File: config.mk
export PLATFORM = sky130hd
export DESIGN_NAME = hgcd_sqrt
export DESIGN_NICKNAME = d
export VERILOG_FILES = /design/src/hw/rtl/hgcd_pkg.sv /design/src/hw/rtl/hgcd_sqrt.sv
export SDC_FILE = /design/constraint.sdc
export NUM_CORES = 2
export LEC_CHECK = 0
export BUFFER_PORTS_ARGS = -buffer_cell sky130_fd_sc_hd__buf_2
export CAP_MARGIN = 20
export CORE_MARGIN = 8
export CORE_UTILIZATION = 36
export DETAILED_ROUTE_END_ITERATION = 8
export PLACE_DENSITY = 0.54
export SYNTH_ARGS = -nofsm -noshare
export SYNTH_HDL_FRONTEND = slang
export SYNTH_SLANG_ARGS = --single-unit
File: constraint.sdc
create_clock -name clk -period 3.9 [get_ports clk]
set_input_delay 0.39 -clock clk [delete_from_list [all_inputs] [get_ports clk]]
set_output_delay 0.39 -clock clk [all_outputs]
set_load 0.01 [all_outputs]
File: src/hw/rtl/hgcd_pkg.sv
// ----------------------------------------------------------------------------
// hgcd_pkg
// Shared constants and arithmetic helpers for the great-circle distance block.
// ----------------------------------------------------------------------------
package hgcd_pkg;

  localparam int unsigned RAD_W    = 33;  // signed Q.30 angle of one coordinate
  localparam int unsigned SC_W     = 34;  // signed sine/cosine and products
  localparam int unsigned ROOT_W   = 31;  // Q.30 values in [0, 1]
  localparam int unsigned ANG_W    = 31;  // central angle, unsigned Q.30
  localparam int unsigned RADIUS_W = 23;
  localparam int unsigned DIST_W   = 35;
  localparam int unsigned SQRT_STAGES = 31;
  localparam int unsigned ATAN_ENTRIES = 40;

  localparam logic [30:0] DEG_TO_RAD_K = 31'd2012227627;
  localparam logic [31:0] PI_Q30       = 32'd3373259426;
  localparam logic [31:0] HALF_PI_Q30  = 32'd1686629713;
  localparam logic [29:0] INV_GAIN_Q30 = 30'd652032874;
  localparam logic [30:0] ONE_Q30      = 31'd1073741824;
  localparam logic [RADIUS_W-1:0] RADIUS_RESET = 23'd6371001;

  // arctangent of 2^-i in Q.30
  function automatic logic [29:0] atan_q30(input int unsigned i);
    logic [29:0] v;
    unique case (i)
      0:  v = 30'd843314857;
      1:  v = 30'd497837829;
      2:  v = 30'd263043837;
      3:  v = 30'd133525159;
      4:  v = 30'd67021687;
      5:  v = 30'd33543516;
      6:  v = 30'd16775851;
      7:  v = 30'd8388437;
      8:  v = 30'd4194283;
      9:  v = 30'd2097149;
      10: v = 30'd1048576;
      11: v = 30'd524288;
      12: v = 30'd262144;
      13: v = 30'd131072;
      14: v = 30'd65536;
      15: v = 30'd32768;
      16: v = 30'd16384;
      17: v = 30'd8192;
      18: v = 30'd4096;
      19: v = 30'd2048;
      20: v = 30'd1024;
      21: v = 30'd512;
      22: v = 30'd256;
      23: v = 30'd128;
      24: v = 30'd64;
      25: v = 30'd32;
      26: v = 30'd16;
      27: v = 30'd8;
      28: v = 30'd4;
      29: v = 30'd2;
      30: v = 30'd1;
      default: v = 30'd0;
    endcase
    return v;
  endfunction

  // 1e-7 degree to Q.30 radians, rounded half up on the magnitude
  function automatic logic signed [RAD_W-1:0] to_rad(input logic signed [31:0] d);
    logic [31:0] mag;
    logic [63:0] prod;
    logic [RAD_W-1:0] r;
    mag  = d[31] ? (~d + 32'd1) : d;
    prod = 64'(mag) * 64'(DEG_TO_RAD_K) + (64'd1 << 29);
    r    = {1'b0, prod[61:30]};
    return d[31] ? signed'(-r) : signed'(r);
  endfunction

  // Q.30 product, magnitude rounded half up
  function automatic logic signed [SC_W-1:0] mul_q30(input logic signed [SC_W-1:0] p,
                                                     input logic signed [SC_W-1:0] q);
    logic [SC_W-1:0] mp;
    logic [SC_W-1:0] mq;
    logic [2*SC_W-1:0] pr;
    logic [SC_W-1:0] r;
    mp = p[SC_W-1] ? SC_W'(-p) : SC_W'(p);
    mq = q[SC_W-1] ? SC_W'(-q) : SC_W'(q);
    pr = (2*SC_W)'(mp) * (2*SC_W)'(mq) + ((2*SC_W)'(1) << 29);
    r  = pr[SC_W+29:30];
    return (p[SC_W-1] != q[SC_W-1]) ? signed'(-r) : signed'(r);
  endfunction

endpackage

File: src/hw/rtl/hgcd_sqrt.sv
// ----------------------------------------------------------------------------
// hgcd_sqrt
// Pipelined bit-by-bit square root of a Q.30 value, one root bit per stage.
// ----------------------------------------------------------------------------
module hgcd_sqrt (
  input  logic                               clk,
  input  logic                               rst_n,
  input  logic                               en,
  input  logic                               in_valid,
  input  logic [hgcd_pkg::ROOT_W-1:0]        in_val,
  output logic                               out_valid,
  output logic [hgcd_pkg::ROOT_W-1:0]        out_root
);
  import hgcd_pkg::*;

  localparam int unsigned V_W = 62;

  logic [V_W-1:0] v_r [0:SQRT_STAGES-1];
  logic [V_W-1:0] r_r [0:SQRT_STAGES-1];
  logic           vld_r [0:SQRT_STAGES-1];

  for (genvar j = 0; j < SQRT_STAGES; j++) begin : g_stage
    localparam int unsigned K = SQRT_STAGES - 1 - j;
    logic [V_W-1:0] v_in;
    logic [V_W-1:0] r_in;
    logic [V_W-1:0] trial;
    logic           vld_in;
    logic [V_W-1:0] bitv;

    if (j == 0) begin : g_first
      assign v_in   = {1'b0, in_val, 30'd0};
      assign r_in   = '0;
      assign vld_in = in_valid;
    end else begin : g_next
      assign v_in   = v_r[j-1];
      assign r_in   = r_r[j-1];
      assign vld_in = vld_r[j-1];
    end

    assign bitv  = V_W'(1) << (2*K);
    assign trial = r_in + bitv;

    always_ff @(posedge clk) begin
      if (!rst_n) begin
        vld_r[j] <= 1'b0;
      end else if (en) begin
        vld_r[j] <= vld_in;
      end
    end

    always_ff @(posedge clk) begin
      if (en) begin
        if (v_in >= trial) begin
          v_r[j] <= v_in - trial;
          r_r[j] <= (r_in >> 1) + bitv;
        end else begin
          v_r[j] <= v_in;
          r_r[j] <= r_in >> 1;
        end
      end
    end
  end

  assign out_valid = vld_r[SQRT_STAGES-1];
  assign out_root  = r_r[SQRT_STAGES-1][ROOT_W-1:0];

endmodule

==> results.cfg <==
[status]
status = finished, final reports clean

[sta]
finalHoldViolations = 0
final.period_utilization_pct = 97.2
setup_viol = 0
fin_hold_ws_ns = 0.223
grt_setup_unrepaired = true
finClkSkew_ns = 0.0876
max_freq_mhz = 264
period_needed_ns = 3.79
maxSlewHeadroom_pct = 39.1
slew_viol_final = 0
tightestPinTransition_ns = 0.903
setup_tns_ns = 0

[logic_synthesis]
synth_top_family_by_area = simple AND/OR/NAND/NOR gates
postSynthNetCount = 8238
async_reset_ff_share_pct = 0
yosys_warnings = 0
ys_seq_area_share_pct = 57.1
synth_edf_count = 1681
synth_compound_area_share_pct = 10.9
synth_cell_type_count = 89
synth-simple-area-share_pct = 13.0
synth_flop_cell = edfxtp_1
postSynthRegisterBits = 1682
post_synth_xor_area_fraction_pct = 7.77
syn_avg_cell_area_um2 = 11.5
netlist_area_um2 = 88400
synth_fa_ha_area_share_pct = 7.29
syn_inst = 7696
synthMuxAreaShare_pct = 0.539

[power_and_ir_drop]
power_mw = 56.3
power_density_nw_per_um2 = 556
ir_drop_mv = 0.444
leakage_nw = 38.8

[floorplanning]
core_um2 = 245000
die_area_um2 = 262000
die_width_um = 512
fp.dieH_um = 512
start_util_pct = 36.1
rows = 182
ios = 67

[layout]
num_antenna_cells = 0
design_area_um2 = 101000
finalNonFillerCells = 11412
drive_above_1_share_pct = 9.09
area_delta_synth_final_pct = 14.4
fillers = 22838
nets = 8574

[worst_hold_path]
worstHoldPathCells = 2
hp-class = in -> reg
whs_endpoint = v_r[0][44]$_DFFE_PP_
worstHoldStart = in_val[14]

[worst_setup_path]
crit_chain = inv_1 -> ha_2 -> inv_2 -> fa_2 -> nor2b_2 -> o31a_1 -> o211a_1 -> o211ai_1 -> a211oi_2 -> nor4_4 -> or4_4 -> or4_4 -> buf_6 -> nor3_2 -> xor2_1
timing.rr.end = v_r[1][672]$_DFFE_PP_
worst_path_most_repeated_cell = or4_4
critPathSlowestCell = or4_4
reg2reg_slack_ns = 0.11
worstSetupStartpointType = register
crit_required_ns = 4.45
timing.rr.start = r_r[1][568]$_DFFE_PP_
cp_max_fo = 4
reg2reg_depth = 15
worstSetupPathType = reg -> reg
slowest_delay_ns = 0.46
arrival_ns = 4.34
crit_path_end_kind = register

[clocking]
cts_root_buf = clkbuf_16
clk_pin_slew_worst_paths_ns = 0.06
htree_levels = 4
cts_sinks = 1682
cts-buffers-inserted = 189
cts_max_path_buffers = 3
cts_tree = built
insertion_delay_ns = 0.85

[global_routing]
grt_pass1_wl_mm = 312
grt_pass1_vias = 57086
grt_max_degree = 151
grt-ovfl-total = 0
antenna_found_initial = 1
grtUsageTotal_pct = 14.5

[detailed_routing]
antenna_left = 0
drt-pass1-iter-count = 6
post_drt_wl_per_cell_um = 17.3
routed_via_density = 5.06
drt-initial-drc-count = 3630
vias = 57773
drt_wl_total_mm = 198
drc = 0

[placement]
hpwlAfterDp_mm = 149
dpl.cell_count = 11014
io_buffers = 66
postPlaceCellArea_um2 = 93900
place.gp.congestion = 0.874

[run]
cap_violations = 0
placed cells by master, fill, tap and decap left out, types with 42 or more instances in the layout:
cell type,count
a21o_1,202
o21a_1,74
ha_1,491
nand2_1,715
or4_1,62
a21oi_1,392
o21ai_0,513
and3_1,70
buf_2,65
nor3_1,196
nand2b_1,93
nand3_1,105
edfxtp_1,1681
nand4_1,82
or3_1,107
nor2_1,484
nor4_1,124
clkbuf_16,190
nor2b_1,69
xnor2_1,378
xor2_1,406
buf_4,222
inv_1,604
clkinv_1,42
o21bai_1,43
how the worst max path moves through the flow:
stage	start	endpoint	cells past startpoint
2_1_floorplan	en	r_r[1][568]$_DFFE_PP_	4
3_3_place_gp	r_r[1][568]$_DFFE_PP_	v_r[1][674]$_DFFE_PP_	15
3_5_place_dp	r_r[1][568]$_DFFE_PP_	v_r[1][674]$_DFFE_PP_	15
4_1_cts	v_r[1][568]$_SDFFCE_PP0P_	v_r[1][672]$_DFFE_PP_	16
5_1_grt	r_r[1][88]$_DFFE_PP_	v_r[1][185]$_DFFE_PP_	15
6_report	r_r[1][568]$_DFFE_PP_	v_r[1][672]$_DFFE_PP_	15
timing repair:
item	4_1_cts	5_1_grt
setup endpoints to repair	37	187
gates resized for setup	22	58
cloned	0	1
hold endpoints to repair	67	0
pin swaps	10	14
hold buffers	34	0
buffers inserted	4	8
metrics by stage:
step	setup slack (ns)	util, %
global placement	-0.481	38.3
detailed placement	-0.369	38.3
CTS	0.00617	41.2
floorplan	0.0726	-
finish	0.108	41.3
global route	-0.0368	41.3
critical path, delay by kind of cell (launching register included):
family	cells	cell delay (ns)
buffers and inverters	3	0.28
adder cells (fa/ha/maj)	2	0.53
AND/OR/NAND/NOR	5	1.29
flip-flops	1	0.39
XOR/XNOR	1	0.09
AO/OA/AOI/OAI	4	0.97
state kept, by name, indices dropped and copies added, names as in the netlist:
register  cells
v_r        1156
r_r         495
vld_r        31
final cells by class:
type                    instances  area, µm²  area share (%)
well taps                    3220       4030            3.98
clock inverters               124       1590            1.57
inverters                     607       2280            2.25
flip-flops and latches       1682      50500            49.9
multi-input cells            5215      35300            34.9
repair buffers                337       2630            2.60
clock buffers                 227       4870            4.82
power by group:
| group | internal (mW) | switching, mW |
|---|---|---|
| sequential | 23.3 | 1.95 |
| clock | 10.6 | 7.44 |
| combinational | 5.54 | 7.40 |
| total | 39.5 | 16.8 |
per-layer routing:
layer / vias up / part of all wire, % / wire length [µm] / GRT usage, %
li1: 28793 / - / - / -
met1: 27505 / 45 / 89100 / 18.8
met2: 1124 / 49 / 96100 / 25.2
met3: 351 / 3.5 / 6980 / 1.99
met4: 0 / 2.9 / 5830 / 4.59
met5: - / 0 / 0 / 0
synthesized netlist by cell type (65+ instances only):
library cell	n	share of area, %
or4_1	65	0.55
nor2_1	488	2.1
ha_1	493	7.0
edfxtp_1	1681	57
clkbuf_1	170	0.72
nand2_1	715	3.0
and3_1	71	0.50
a21oi_1	396	2.2
o21a_1	74	0.63
nor2b_1	72	0.51
xnor2_1	378	3.7
nand4_1	82	0.58
o21ai_0	517	2.9
inv_1	605	2.6
nand2b_1	93	0.66
nor3_1	203	1.1
a21o_1	202	1.7
xor2_1	406	4.0
nand3_1	106	0.60
nor4_1	136	0.96
or3_1	108	0.76
logic make-up (layout without fill, tap and decap cells):
group	Yosys count	count (layout)
xor+xnor	784	784
compound gates	1559	1559
fa+ha+maj	507	507
simple gates	2322	2322
flops	1682	1682
buf+inv	799	1295
mux	43	43
(Power assumes the default switching activity.)
